## src/rtl/fpa_pkg.sv

```systemverilog
// ============================================================================
// fpa_pkg
// Shared types and constants of the fit-policy unit allocator: field widths,
// operation, status and fit-mode codes, the controller states and the control
// group that drives the hole scanner.
// ============================================================================
package fpa_pkg;

    // Field widths of the request and response transactions.
    localparam int OP_W   = 1;
    localparam int SIZE_W = 11;
    localparam int POS_W  = 10;
    localparam int STAT_W = 2;
    localparam int MODE_W = 2;

    // The unit map is stored 32 units to a RAM word and scanned 8 units at a time.
    localparam int WORD_W      = 32;
    localparam int WORD_SHIFT  = 5;
    localparam int CHUNK_W     = 8;
    localparam int CHUNK_SHIFT = 3;
    localparam int CHUNK_IDX_W = 2;

    // Operation codes.
    localparam logic [OP_W-1:0] OP_ALLOC   = 1'b0;
    localparam logic [OP_W-1:0] OP_RELEASE = 1'b1;

    // Status codes.
    localparam logic [STAT_W-1:0] ST_OK    = 2'd0;
    localparam logic [STAT_W-1:0] ST_NOFIT = 2'd1;
    localparam logic [STAT_W-1:0] ST_FREE  = 2'd2;
    localparam logic [STAT_W-1:0] ST_RANGE = 2'd3;

    // Fit-mode codes; the unused code behaves as first fit.
    localparam logic [MODE_W-1:0] FIT_FIRST = 2'd0;
    localparam logic [MODE_W-1:0] FIT_BEST  = 2'd1;
    localparam logic [MODE_W-1:0] FIT_WORST = 2'd2;

    // Controller states.
    typedef enum logic [2:0] {
        S_CLEAR,
        S_IDLE,
        S_SCAN,
        S_CLOSE,
        S_PICK,
        S_CHECK,
        S_WRITE,
        S_DONE
    } t_state;

    // Control group from the controller to the hole scanner.
    typedef struct packed {
        logic start;
        logic step;
        logic close;
    } t_scan_ctrl;

endpackage

```

## src/rtl/fpa_if.sv

```systemverilog
// ============================================================================
// fpa_if
// Valid/ready channels of the allocator: the request channel carries the
// operation, size and release position, the response channel the status and
// the position.
// ============================================================================
interface fpa_req_if;
    logic                        valid;
    logic                        ready;
    logic [fpa_pkg::OP_W-1:0]    operation;
    logic [fpa_pkg::SIZE_W-1:0]  size_units;
    logic [fpa_pkg::POS_W-1:0]   release_position;

    modport source (
        output valid, operation, size_units, release_position,
        input  ready
    );
    modport sink (
        input  valid, operation, size_units, release_position,
        output ready
    );
endinterface

interface fpa_rsp_if;
    logic                        valid;
    logic                        ready;
    logic [fpa_pkg::STAT_W-1:0]  status;
    logic [fpa_pkg::POS_W-1:0]   position;

    modport source (
        output valid, status, position,
        input  ready
    );
    modport sink (
        input  valid, status, position,
        output ready
    );
endinterface

```

## src/rtl/fpa_ram.sv

```systemverilog
// ============================================================================
// fpa_ram
// Generic simple dual-port RAM: one write port, one read port, read data
// registered. The read data holds between reads.
// ============================================================================
module fpa_ram #(
    parameter int WIDTH = 32,
    parameter int DEPTH = 32,
    localparam int AW   = (DEPTH > 1) ? $clog2(DEPTH) : 1
) (
    input  logic             i_clk,
    input  logic             i_wr_en,
    input  logic [AW-1:0]    i_wr_addr,
    input  logic [WIDTH-1:0] i_wr_data,
    input  logic             i_rd_en,
    input  logic [AW-1:0]    i_rd_addr,
    output logic [WIDTH-1:0] o_rd_data
);

    logic [WIDTH-1:0] r_mem [DEPTH];
    logic [WIDTH-1:0] r_rd_data;

    // Write port.
    always_ff @(posedge i_clk) begin
        if (i_wr_en) begin
            r_mem[i_wr_addr] <= i_wr_data;
        end
    end

    // Registered read port.
    always_ff @(posedge i_clk) begin
        if (i_rd_en) begin
            r_rd_data <= r_mem[i_rd_addr];
        end
    end

    assign o_rd_data = r_rd_data;

endmodule

```

## src/rtl/fpa_run_mask.sv

```systemverilog
// ============================================================================
// fpa_run_mask
// Builds the bit mask of one map word that covers the units of the run
// [lo, hi). Used both to check a release and to set or clear a run.
// ============================================================================
module fpa_run_mask #(
    parameter int LW = 12,
    parameter int AW = 5
) (
    input  logic [LW-1:0]              i_lo,
    input  logic [LW-1:0]              i_hi,
    input  logic [AW-1:0]              i_word,
    output logic [fpa_pkg::WORD_W-1:0] o_mask
);

    // Each bit compares its own unit index against both ends of the run.
    always_comb begin
        logic [LW-1:0] unit_idx;
        unit_idx = '0;
        for (int b = 0; b < fpa_pkg::WORD_W; b++) begin
            unit_idx  = LW'({i_word, fpa_pkg::WORD_SHIFT'(b)});
            o_mask[b] = (unit_idx >= i_lo) && (unit_idx < i_hi);
        end
    end

endmodule

```

## src/rtl/fpa_hole_scan.sv

```systemverilog
// ============================================================================
// fpa_hole_scan
// Hole search unit. Walks the unit map eight units per step, tracks the start
// of the current free run and keeps the hole chosen so far under the fit mode.
// A close step ends the run that reaches the top of the map.
// ============================================================================
module fpa_hole_scan #(
    parameter int UNIT_COUNT = 1024,
    parameter int LW         = 12
) (
    input  logic                        i_clk,
    input  logic                        i_rst_n,
    input  fpa_pkg::t_scan_ctrl         i_ctrl,
    input  logic [fpa_pkg::MODE_W-1:0]  i_mode,
    input  logic [LW-1:0]               i_need,
    input  logic [LW-1:0]               i_base,
    input  logic [fpa_pkg::CHUNK_W-1:0] i_chunk,
    output logic                        o_found,
    output logic [LW-1:0]               o_best_pos
);

    logic [LW-1:0] r_run_start, n_run_start;
    logic          r_found,     n_found;
    logic [LW-1:0] r_best_pos,  n_best_pos;
    logic [LW-1:0] r_best_len,  n_best_len;

    // Decides whether a fitting hole replaces the one chosen so far.
    function automatic logic better_hole(
        input logic [fpa_pkg::MODE_W-1:0] mode,
        input logic                       found,
        input logic [LW-1:0]              len,
        input logic [LW-1:0]              best_len
    );
        logic take;
        case (mode)
            fpa_pkg::FIT_BEST:  take = !found || (len < best_len);
            fpa_pkg::FIT_WORST: take = !found || (len >= best_len);
            default:            take = !found;
        endcase
        return take;
    endfunction

    // One step: every used unit in the chunk ends the free run before it.
    always_comb begin
        logic [LW-1:0] rs;
        logic [LW-1:0] pos;
        logic [LW-1:0] len;
        logic          used;
        logic          found;
        logic [LW-1:0] bp;
        logic [LW-1:0] bl;

        rs    = r_run_start;
        found = r_found;
        bp    = r_best_pos;
        bl    = r_best_len;
        pos   = '0;
        len   = '0;
        used  = 1'b0;

        if (i_ctrl.start) begin
            rs    = '0;
            found = 1'b0;
            bp    = '0;
            bl    = '0;
        end

        for (int j = 0; j < fpa_pkg::CHUNK_W; j++) begin
            pos  = i_base + LW'(j);
            used = i_chunk[j] || (pos >= LW'(UNIT_COUNT));
            if (i_ctrl.step && used) begin
                len = pos - rs;
                if ((len >= i_need) && better_hole(i_mode, found, len, bl)) begin
                    found = 1'b1;
                    bp    = rs;
                    bl    = len;
                end
                rs = pos + LW'(1);
            end
        end

        // The top of the map ends whatever run is still open.
        if (i_ctrl.close) begin
            pos = LW'(UNIT_COUNT);
            len = pos - rs;
            if ((rs <= pos) && (len >= i_need) && better_hole(i_mode, found, len, bl)) begin
                found = 1'b1;
                bp    = rs;
                bl    = len;
            end
        end

        n_run_start = rs;
        n_found     = found;
        n_best_pos  = bp;
        n_best_len  = bl;
    end

    // Found flag is control state; the rest is datapath.
    always_ff @(posedge i_clk) begin
        if (!i_rst_n) begin
            r_found <= 1'b0;
        end else begin
            r_found <= n_found;
        end
    end

    always_ff @(posedge i_clk) begin
        r_run_start <= n_run_start;
        r_best_pos  <= n_best_pos;
        r_best_len  <= n_best_len;
    end

    assign o_found    = r_found;
    assign o_best_pos = r_best_pos;

endmodule

```

## src/rtl/fit_policy_unit_allocator.sv

```systemverilog
// ============================================================================
// fit_policy_unit_allocator
// Allocation-unit allocator with first, best and worst fit over a used/free
// unit map held in a word-wide RAM.
// ============================================================================
// The block takes one request at a time and returns one response for each.
// After reset it clears the unit map one RAM word at a time and takes no
// request until that is done; configuration writes are taken throughout.
// An allocate walks the whole map through the hole search unit at eight
// units a cycle, then marks the map words that the allocated run touches;
// an allocate of zero units skips the scan. A release reads the words of
// its run once to check that every unit is in use and once more to clear
// them, but only once when a free unit turns up; an out-of-range release
// skips the map. The single read port of the map RAM and the eight-unit
// scan step set the pace of this work. The response waits in an output
// register, so the next request is taken while an earlier response has
// not been collected.
// ============================================================================
module fit_policy_unit_allocator #(
    parameter int UNIT_COUNT = 1024
) (
    input  logic        i_clk,
    input  logic        i_rst_n,
    fpa_req_if.sink     i_req,
    fpa_rsp_if.source   o_rsp,
    input  logic        psel,
    input  logic        penable,
    input  logic        pwrite,
    input  logic [2:0]  paddr,
    input  logic [31:0] pwdata,
    output logic [31:0] prdata,
    output logic        pready
);

    localparam int WORDS = (UNIT_COUNT + fpa_pkg::WORD_W - 1) / fpa_pkg::WORD_W;
    localparam int AW    = (WORDS > 1) ? $clog2(WORDS) : 1;
    localparam int PW    = $clog2(UNIT_COUNT + 1);
    localparam int LW    = ((PW > fpa_pkg::SIZE_W) ? PW : fpa_pkg::SIZE_W) + 1;
    localparam int WS    = fpa_pkg::WORD_SHIFT;
    localparam logic [AW-1:0] WORD_LAST = AW'(WORDS - 1);
    localparam logic [fpa_pkg::CHUNK_IDX_W-1:0] CHUNK_LAST = '1;

    // Controller state and datapath registers.
    fpa_pkg::t_state r_state, n_state;
    logic [AW-1:0]                     r_word,       n_word;
    logic [fpa_pkg::CHUNK_IDX_W-1:0]   r_chunk,      n_chunk;
    logic [LW-1:0]                     r_lo,         n_lo;
    logic [LW-1:0]                     r_hi,         n_hi;
    logic [LW-1:0]                     r_need,       n_need;
    logic                              r_set,        n_set;
    logic                              r_ok,         n_ok;
    logic [fpa_pkg::STAT_W-1:0]        r_res_status, n_res_status;
    logic [fpa_pkg::POS_W-1:0]         r_res_pos,    n_res_pos;
    logic                              r_out_valid,  n_out_valid;
    logic [fpa_pkg::STAT_W-1:0]        r_out_status, n_out_status;
    logic [fpa_pkg::POS_W-1:0]         r_out_pos,    n_out_pos;
    logic [fpa_pkg::MODE_W-1:0]        r_fit_mode;

    // RAM and helper signals.
    logic                        ram_wr_en;
    logic [AW-1:0]               ram_wr_addr;
    logic [fpa_pkg::WORD_W-1:0]  ram_wr_data;
    logic                        ram_rd_en;
    logic [AW-1:0]               ram_rd_addr;
    logic [fpa_pkg::WORD_W-1:0]  ram_q;
    logic [fpa_pkg::WORD_W-1:0]  run_mask;
    logic [fpa_pkg::CHUNK_W-1:0] scan_chunk;
    logic [LW-1:0]               scan_base;
    fpa_pkg::t_scan_ctrl         scan_ctrl;
    logic                        scan_found;
    logic [LW-1:0]               scan_best_pos;

    logic          req_accept;
    logic [LW-1:0] req_size;
    logic [LW-1:0] req_pos;
    logic [LW-1:0] req_end;
    logic          req_bad_range;
    logic [LW-1:0] hi_last;
    logic [AW-1:0] lo_word;
    logic [AW-1:0] last_word;
    logic          word_is_last;
    logic          word_has_free;
    logic          out_free;

    // Unit map storage.
    fpa_ram #(
        .WIDTH (fpa_pkg::WORD_W),
        .DEPTH (WORDS)
    ) u_map_ram (
        .i_clk     (i_clk),
        .i_wr_en   (ram_wr_en),
        .i_wr_addr (ram_wr_addr),
        .i_wr_data (ram_wr_data),
        .i_rd_en   (ram_rd_en),
        .i_rd_addr (ram_rd_addr),
        .o_rd_data (ram_q)
    );

    // Hole search over the map words as they come out of the RAM.
    fpa_hole_scan #(
        .UNIT_COUNT (UNIT_COUNT),
        .LW         (LW)
    ) u_hole_scan (
        .i_clk      (i_clk),
        .i_rst_n    (i_rst_n),
        .i_ctrl     (scan_ctrl),
        .i_mode     (r_fit_mode),
        .i_need     (r_need),
        .i_base     (scan_base),
        .i_chunk    (scan_chunk),
        .o_found    (scan_found),
        .o_best_pos (scan_best_pos)
    );

    // Mask of the current run within the current word.
    fpa_run_mask #(
        .LW (LW),
        .AW (AW)
    ) u_run_mask (
        .i_lo   (r_lo),
        .i_hi   (r_hi),
        .i_word (r_word),
        .o_mask (run_mask)
    );

    // Request decode and range checks.
    assign i_req.ready   = (r_state == fpa_pkg::S_IDLE);
    assign req_accept    = i_req.valid && i_req.ready;
    assign req_size      = LW'(i_req.size_units);
    assign req_pos       = LW'(i_req.release_position);
    assign req_end       = req_pos + req_size;
    assign req_bad_range = (req_size == '0) || (req_end > LW'(UNIT_COUNT));

    // Word bookkeeping for the run being checked or written.
    assign hi_last       = r_hi - LW'(1);
    assign lo_word       = r_lo[AW+WS-1:WS];
    assign last_word     = hi_last[AW+WS-1:WS];
    assign word_is_last  = (r_word == last_word);
    assign word_has_free = |(~ram_q & run_mask);
    assign out_free      = !r_out_valid || o_rsp.ready;

    // Chunk of the current word handed to the hole search.
    assign scan_chunk = ram_q[{r_chunk, fpa_pkg::CHUNK_SHIFT'(0)} +: fpa_pkg::CHUNK_W];
    assign scan_base  = LW'({r_word, r_chunk, fpa_pkg::CHUNK_SHIFT'(0)});

    // Next-state logic.
    always_comb begin
        n_state = r_state;
        case (r_state)
            fpa_pkg::S_CLEAR: begin
                if (r_word == WORD_LAST) begin
                    n_state = fpa_pkg::S_IDLE;
                end
            end
            fpa_pkg::S_IDLE: begin
                if (req_accept) begin
                    if (i_req.operation == fpa_pkg::OP_ALLOC) begin
                        n_state = (req_size == '0) ? fpa_pkg::S_DONE : fpa_pkg::S_SCAN;
                    end else begin
                        n_state = req_bad_range ? fpa_pkg::S_DONE : fpa_pkg::S_CHECK;
                    end
                end
            end
            fpa_pkg::S_SCAN: begin
                if ((r_chunk == CHUNK_LAST) && (r_word == WORD_LAST)) begin
                    n_state = fpa_pkg::S_CLOSE;
                end
            end
            fpa_pkg::S_CLOSE: begin
                n_state = fpa_pkg::S_PICK;
            end
            fpa_pkg::S_PICK: begin
                n_state = scan_found ? fpa_pkg::S_WRITE : fpa_pkg::S_DONE;
            end
            fpa_pkg::S_CHECK: begin
                if (word_is_last) begin
                    n_state = (!r_ok || word_has_free) ? fpa_pkg::S_DONE : fpa_pkg::S_WRITE;
                end
            end
            fpa_pkg::S_WRITE: begin
                if (word_is_last) begin
                    n_state = fpa_pkg::S_DONE;
                end
            end
            fpa_pkg::S_DONE: begin
                if (out_free) begin
                    n_state = fpa_pkg::S_IDLE;
                end
            end
            default: begin
                n_state = fpa_pkg::S_IDLE;
            end
        endcase
    end

    // Output and datapath logic of the controller.
    always_comb begin
        n_word       = r_word;
        n_chunk      = r_chunk;
        n_lo         = r_lo;
        n_hi         = r_hi;
        n_need       = r_need;
        n_set        = r_set;
        n_ok         = r_ok;
        n_res_status = r_res_status;
        n_res_pos    = r_res_pos;
        n_out_valid  = r_out_valid && !o_rsp.ready;
        n_out_status = r_out_status;
        n_out_pos    = r_out_pos;
        ram_wr_en    = 1'b0;
        ram_wr_addr  = r_word;
        ram_wr_data  = r_set ? (ram_q | run_mask) : (ram_q & ~run_mask);
        ram_rd_en    = 1'b0;
        ram_rd_addr  = AW'(r_word + AW'(1));
        scan_ctrl    = '0;

        case (r_state)
            // Zero the map word by word after reset.
            fpa_pkg::S_CLEAR: begin
                ram_wr_en   = 1'b1;
                ram_wr_data = '0;
                n_word      = (r_word == WORD_LAST) ? '0 : AW'(r_word + AW'(1));
            end
            // Take a request: start the scan, start the release check, or answer at once.
            fpa_pkg::S_IDLE: begin
                if (req_accept) begin
                    n_need = req_size;
                    n_set  = (i_req.operation == fpa_pkg::OP_ALLOC);
                    if (i_req.operation == fpa_pkg::OP_ALLOC) begin
                        n_res_pos = '0;
                        if (req_size == '0) begin
                            n_res_status = fpa_pkg::ST_RANGE;
                        end else begin
                            ram_rd_en       = 1'b1;
                            ram_rd_addr     = '0;
                            n_word          = '0;
                            n_chunk         = '0;
                            scan_ctrl.start = 1'b1;
                        end
                    end else begin
                        n_res_pos = i_req.release_position;
                        if (req_bad_range) begin
                            n_res_status = fpa_pkg::ST_RANGE;
                        end else begin
                            n_lo        = req_pos;
                            n_hi        = req_end;
                            n_ok        = 1'b1;
                            ram_rd_en   = 1'b1;
                            ram_rd_addr = req_pos[AW+WS-1:WS];
                            n_word      = req_pos[AW+WS-1:WS];
                        end
                    end
                end
            end
            // Feed one chunk a cycle; fetch the next word with the last chunk.
            fpa_pkg::S_SCAN: begin
                scan_ctrl.step = 1'b1;
                n_chunk        = r_chunk + fpa_pkg::CHUNK_IDX_W'(1);
                if ((r_chunk == CHUNK_LAST) && (r_word != WORD_LAST)) begin
                    ram_rd_en = 1'b1;
                    n_word    = AW'(r_word + AW'(1));
                end
            end
            fpa_pkg::S_CLOSE: begin
                scan_ctrl.close = 1'b1;
            end
            // Take the chosen hole and start marking its first units, or answer no fit.
            fpa_pkg::S_PICK: begin
                if (scan_found) begin
                    n_lo         = scan_best_pos;
                    n_hi         = scan_best_pos + r_need;
                    ram_rd_en    = 1'b1;
                    ram_rd_addr  = scan_best_pos[AW+WS-1:WS];
                    n_word       = scan_best_pos[AW+WS-1:WS];
                    n_res_status = fpa_pkg::ST_OK;
                    n_res_pos    = scan_best_pos[fpa_pkg::POS_W-1:0];
                end else begin
                    n_res_status = fpa_pkg::ST_NOFIT;
                    n_res_pos    = '0;
                end
            end
            // Release check: every unit of the run must be in use.
            fpa_pkg::S_CHECK: begin
                n_ok = r_ok && !word_has_free;
                if (word_is_last) begin
                    if (!r_ok || word_has_free) begin
                        n_res_status = fpa_pkg::ST_FREE;
                    end else begin
                        n_res_status = fpa_pkg::ST_OK;
                        ram_rd_en    = 1'b1;
                        ram_rd_addr  = lo_word;
                        n_word       = lo_word;
                    end
                end else begin
                    ram_rd_en = 1'b1;
                    n_word    = AW'(r_word + AW'(1));
                end
            end
            // Read-modify-write: write word w while reading word w+1.
            fpa_pkg::S_WRITE: begin
                ram_wr_en = 1'b1;
                if (!word_is_last) begin
                    ram_rd_en = 1'b1;
                    n_word    = AW'(r_word + AW'(1));
                end
            end
            // Hand the response to the output register once it is free.
            fpa_pkg::S_DONE: begin
                if (out_free) begin
                    n_out_valid  = 1'b1;
                    n_out_status = r_res_status;
                    n_out_pos    = r_res_pos;
                end
            end
            default: begin
                n_word = r_word;
            end
        endcase
    end

    // Control registers.
    always_ff @(posedge i_clk) begin
        if (!i_rst_n) begin
            r_state     <= fpa_pkg::S_CLEAR;
            r_word      <= '0;
            r_out_valid <= 1'b0;
        end else begin
            r_state     <= n_state;
            r_word      <= n_word;
            r_out_valid <= n_out_valid;
        end
    end

    // Datapath registers.
    always_ff @(posedge i_clk) begin
        r_chunk      <= n_chunk;
        r_lo         <= n_lo;
        r_hi         <= n_hi;
        r_need       <= n_need;
        r_set        <= n_set;
        r_ok         <= n_ok;
        r_res_status <= n_res_status;
        r_res_pos    <= n_res_pos;
        r_out_status <= n_out_status;
        r_out_pos    <= n_out_pos;
    end

    // Configuration register: fit mode at byte address 0.
    always_ff @(posedge i_clk) begin
        if (!i_rst_n) begin
            r_fit_mode <= fpa_pkg::FIT_FIRST;
        end else if (psel && penable && pwrite && pready && !paddr[2]) begin
            r_fit_mode <= pwdata[fpa_pkg::MODE_W-1:0];
        end
    end

    assign pready = 1'b1;
    assign prdata = paddr[2] ? 32'd0 : {{(32 - fpa_pkg::MODE_W){1'b0}}, r_fit_mode};

    // Response channel.
    assign o_rsp.valid    = r_out_valid;
    assign o_rsp.status   = r_out_status;
    assign o_rsp.position = r_out_pos;

endmodule
```

## src/flat_wrapper.sv

```systemverilog
// flat-port wrapper written by rule: the top's interface ports become plain ports
module fit_policy_unit_allocator_flat 
#(
    parameter int UNIT_COUNT = 1024
)
  (i_clk, i_rst_n, psel, penable, pwrite, paddr, pwdata, prdata, pready, i_req_valid, i_req_operation, i_req_size_units, i_req_release_position, i_req_ready, o_rsp_valid, o_rsp_status, o_rsp_position, o_rsp_ready);
  fpa_req_if i_req_i ();
  fpa_rsp_if o_rsp_i ();
  input  logic i_clk;
  input  logic i_rst_n;
  input  logic psel;
  input  logic penable;
  input  logic pwrite;
  input  logic [2:0] paddr;
  input  logic [31:0] pwdata;
  output logic [31:0] prdata;
  output logic pready;
  input wire logic [$bits(i_req_i.valid)-1:0] i_req_valid;
  input wire logic [$bits(i_req_i.operation)-1:0] i_req_operation;
  input wire logic [$bits(i_req_i.size_units)-1:0] i_req_size_units;
  input wire logic [$bits(i_req_i.release_position)-1:0] i_req_release_position;
  output wire logic [$bits(i_req_i.ready)-1:0] i_req_ready;
  output wire logic [$bits(o_rsp_i.valid)-1:0] o_rsp_valid;
  output wire logic [$bits(o_rsp_i.status)-1:0] o_rsp_status;
  output wire logic [$bits(o_rsp_i.position)-1:0] o_rsp_position;
  input wire logic [$bits(o_rsp_i.ready)-1:0] o_rsp_ready;
  assign i_req_i.valid = i_req_valid;
  assign i_req_i.operation = i_req_operation;
  assign i_req_i.size_units = i_req_size_units;
  assign i_req_i.release_position = i_req_release_position;
  assign i_req_ready = i_req_i.ready;
  assign o_rsp_valid = o_rsp_i.valid;
  assign o_rsp_status = o_rsp_i.status;
  assign o_rsp_position = o_rsp_i.position;
  assign o_rsp_i.ready = o_rsp_ready;
  fit_policy_unit_allocator #(.UNIT_COUNT(UNIT_COUNT)) u_core (.i_clk(i_clk), .i_rst_n(i_rst_n), .i_req(i_req_i), .o_rsp(o_rsp_i), .psel(psel), .penable(penable), .pwrite(pwrite), .paddr(paddr), .pwdata(pwdata), .prdata(prdata), .pready(pready));
endmodule
```

## config.mk

```make
export PLATFORM = sky130hd
export DESIGN_NAME = fit_policy_unit_allocator_flat
export DESIGN_NICKNAME = d
export VERILOG_FILES = /design/src/rtl/fpa_pkg.sv /design/src/rtl/fpa_if.sv /design/src/rtl/fpa_ram.sv /design/src/rtl/fpa_run_mask.sv /design/src/rtl/fpa_hole_scan.sv /design/src/rtl/fit_policy_unit_allocator.sv /design/src/flat_wrapper.sv
export SDC_FILE = /design/constraint.sdc
export NUM_CORES = 2
export LEC_CHECK = 0
export ABC_CLOCK_PERIOD_IN_PS = 34300
export BUFFER_PORTS_ARGS = -buffer_cell sky130_fd_sc_hd__buf_2
export CELL_PAD_IN_SITES_DETAIL_PLACEMENT = 0
export CELL_PAD_IN_SITES_GLOBAL_PLACEMENT = 1
export CORE_UTILIZATION = 53
export DETAILED_ROUTE_END_ITERATION = 7
export GPL_TIMING_DRIVEN = 0
export HOLD_SLACK_MARGIN = 0.12
export PLACE_DENSITY_LB_ADDON = 0.1
export SYNTH_ARGS = -nofsm -noshare
export SYNTH_HDL_FRONTEND = slang
export SYNTH_SLANG_ARGS = --single-unit
```

## constraint.sdc

```tcl
create_clock -name i_clk -period 34.3 [get_ports i_clk]
set_input_delay 1.715 -clock i_clk [delete_from_list [all_inputs] [get_ports i_clk]]
set_output_delay 1.715 -clock i_clk [all_outputs]
set_load 0.005 [all_outputs]
```

==> metrics.md <==
| Metric | Value |
|---|---|
| Status | `finished, final reports clean` |
| Main flop type after synthesis | `edfxtp_1` |
| DR WL/cell | `29.1 um` |
| Core Region | `113000 um^2` |
| Port bufs | `47` |
| Worst vdd ir | `0.0517 mV` |
| Final RePlAce weighted congestion | `0.994` |
| CP most frequent cell | `a21oi_1` |
| Clock Skew | `0.0610 ns` |
| Crit-path max cell delay | `0.45 ns` |
| First-pass GRT wire length | `275 mm` |
| Final global-route overflow total | `0` |
| Tightest Pin Transition | `1.39 ns` |
| # rows | `123` |
| CP required | `34.87 ns` |
| Cells after synthesis | `4678` |
| Clock Sink Count | `1167` |
| Critical Path AT | `32.71 ns` |
| Async SR Flop Fraction | `0%` |
| MaxCap Viol Count | `0` |
| CTS tree | `done` |
| CP max-delay cell | `o41a_1` |
| Endpoints failing hold | `0` |
| Fraction of layout cells with a size suffix above 1 | `14.6%` |
| Initial antenna violation count | `1` |
| Vias per cell | `6.29` |
| Vias in the first global route | `40.2k` |
| Chip height | `340 um` |
| Setup TNS | `0 ns` |
| Largest net degree at the start of global routing | `33` |
| Crit share post-route | `93.7%` |
| Fin nets | `5299` |
| Hold Buf Count CTS | `0` |
| Post-DP HPWL | `139 mm` |
| Final setup vio count | `0` |
| DP Cell Count | `6309` |
| Num CTS Buffers | `115` |
| Drt pass-1 iters | `6` |
| Peak Freq | `0.0311 GHz` |
| Distinct cells, synth | `105` |
| Worst setup SP type | `input port` |
| Residual DRC | `0` |
| Detail Route Antenna Nets | `0` |
| Post-synth EDFFs | `1119` |
| Yosys top cell area share | `55.6%` |
| CTS H-tree lvls | `3` |
| Max clock buf depth | `3` |
| Tot GR Track Use | `32.9%` |
| HP Class | `reg -> reg` |
| Via count | `41.1k` |
| Yosys top cell by area | `edfxtp_1` |
| Total Power | `3.89 mW` |
| Die ar. | `115000 um^2` |
| Yosys warns | `0` |
| Slew margin rel. | `4.93%` |
| Min Tclk post-route | `32.14 ns` |
| Top cells by count, synth | `1119 x edfxtp_1, 477 x nor2_1, 407 x nand2_1, 299 x ha_1, 263 x mux4_2` |
| Routed Wire Length | `190 mm` |
| Clk_lat worst skew | `0.73 ns` |
| Non-filler cells, final | `6532` |
| Root buf cell | `clkbuf_16` |
| Cell Pwr Density | `56.9 nW/um^2` |
| P&R area growth vs syn | `12.9%` |
| Leak | `23.2 nW` |
| Largest fanout on the critical path | `10` |
| Critical path capture point type | `flip-flop` |
| Initial Util | `53.6%` |
| Post-Syn Area | `60400 um^2` |
| Post-synthesis area per instance | `12.9 um^2` |
| Final Max Tran Viols | `0` |
| Number of DRC markers in iteration 0 | `4451` |
| IO Count | `111` |
| Synth Register Bits | `1167` |
| Kind of critical path | `in -> reg` |
| Clk slew on worst S/H paths | `0.07 ns` |
| Most common cell in the netlist | `edfxtp_1` |
| Synth area leaders | `edfxtp_1 56%, mux4_2 9.8%, ha_1 6.2%` |
| Post-synthesis sequential area ratio | `57.2%` |
| Die Width | `340 um` |
## worst paths after layout
check             cells after the start  slack, ns                                end              startpoint
setup / recovery                    145       2.16  u_core.u_hole_scan.r_best_len[11]     i_req_size_units[9]
hold / removal                        0       0.42             u_core.o_rsp.status[1]  u_core.r_res_status[1]
setup reg to reg                    144       3.06  u_core.u_hole_scan.r_best_len[11]       u_core.r_state[1]
hold reg to reg                       0       0.42             u_core.o_rsp.status[1]  u_core.r_res_status[1]
## what timing repair did
item | 4_1_cts | 5_1_grt
gates cloned | 0 | 0
setup buffers | 0 | 7
pin swaps | 0 | 2
setup endpoints to repair | 24 | 24
gates resized for setup | 10 | 47
## metal layers
metal	up-vias	track usage, %	wire length (um)	share of wire, %
met5	-	0	0	0
met4	0	18.6	12500	6.5
met3	449	4.47	14300	7.5
met2	1934	52.0	88100	46
met1	20300	44.1	75500	40
li1	18400	-	-	-
## power by group
| group | total (mW) | internal [mW] | leakage, nW | switching, mW |
|---|---|---|---|---|
| logic | 1.05 | 0.411 | 11.8 | 0.638 |
| registers | 1.61 | 1.57 | 9.66 | 0.0329 |
| clock network | 1.23 | 0.686 | 1.80 | 0.544 |
## worst max-delay path, delay by kind of cell
kind	cells	cell delay [ns]
compound gates	61	14.07
simple gates	48	7.44
fa+ha+maj	10	3.31
buf+inv	22	4.93
xor+xnor	1	0.15
mux	3	1.04
## area by class of cell
type,instances,area [um^2]
multi-input combinational,3101,24700
sequential,1167,34600
clock inverter,66,622
inverter,178,672
clock buffer,150,3060
timing repair buffer,109,1580
tap,1500,1880
fill,8821,44600
buffer,260,1170
antenna,1,2.50
## state kept, by name (all words and copies together) (netlist names), 11 cells and up
signal,cells
u_core.u_map_ram.o_rd_data,32
u_core.r_need,11
u_core.u_hole_scan.r_best_len,12
u_core.u_hole_scan.o_best_pos,12
u_core.r_lo,12
u_core.u_hole_scan.r_run_start,12
u_core.r_hi,12
u_core.u_map_ram.r_mem,1024
## placed cells by master, fill, tap and decap left out, drive strengths merged, types with 26 or more instances in the layout
master,instances
xor2,34
mux2i,91
o21ai,264
nor2,479
nor3,42
o21bai,32
and2,26
buf,205
ha,299
dfxtp,48
nand3,124
nand2b,57
mux4,263
o211ai,75
clkinv,54
inv,181
a31oi,29
a211oi,34
edfxtp,1119
nor2b,55
nand2,409
clkbuf,314
conb,31
xnor2,70
a21oi,256
a21o,74
## kinds of logic after synthesis
| kind of cell | synth area share [%] |
|---|---|
| mux | 11.7 |
| flops | 57.2 |
| fa+ha+maj | 6.32 |
| xor+xnor | 1.51 |
| buf+inv | 3.00 |
| other cells | 0.0124 |
| compound gates | 10.6 |
| simple gates | 9.69 |
## through the flow
step	utilization, %	area [um^2]	hold WS [ns]	setup WS (ns)
after CTS	60.4	68100	0.419	0.125
after global placement	55.5	62700	0.401	-2.07
after floorplan	-	60600	0.400	5.79
after detailed placement	57.1	64400	0.405	-2.04
final	60.5	68300	0.419	2.16
after global routing	60.5	68300	0.426	-0.0402
No activity file was read; power rests on OpenSTA's default activity.
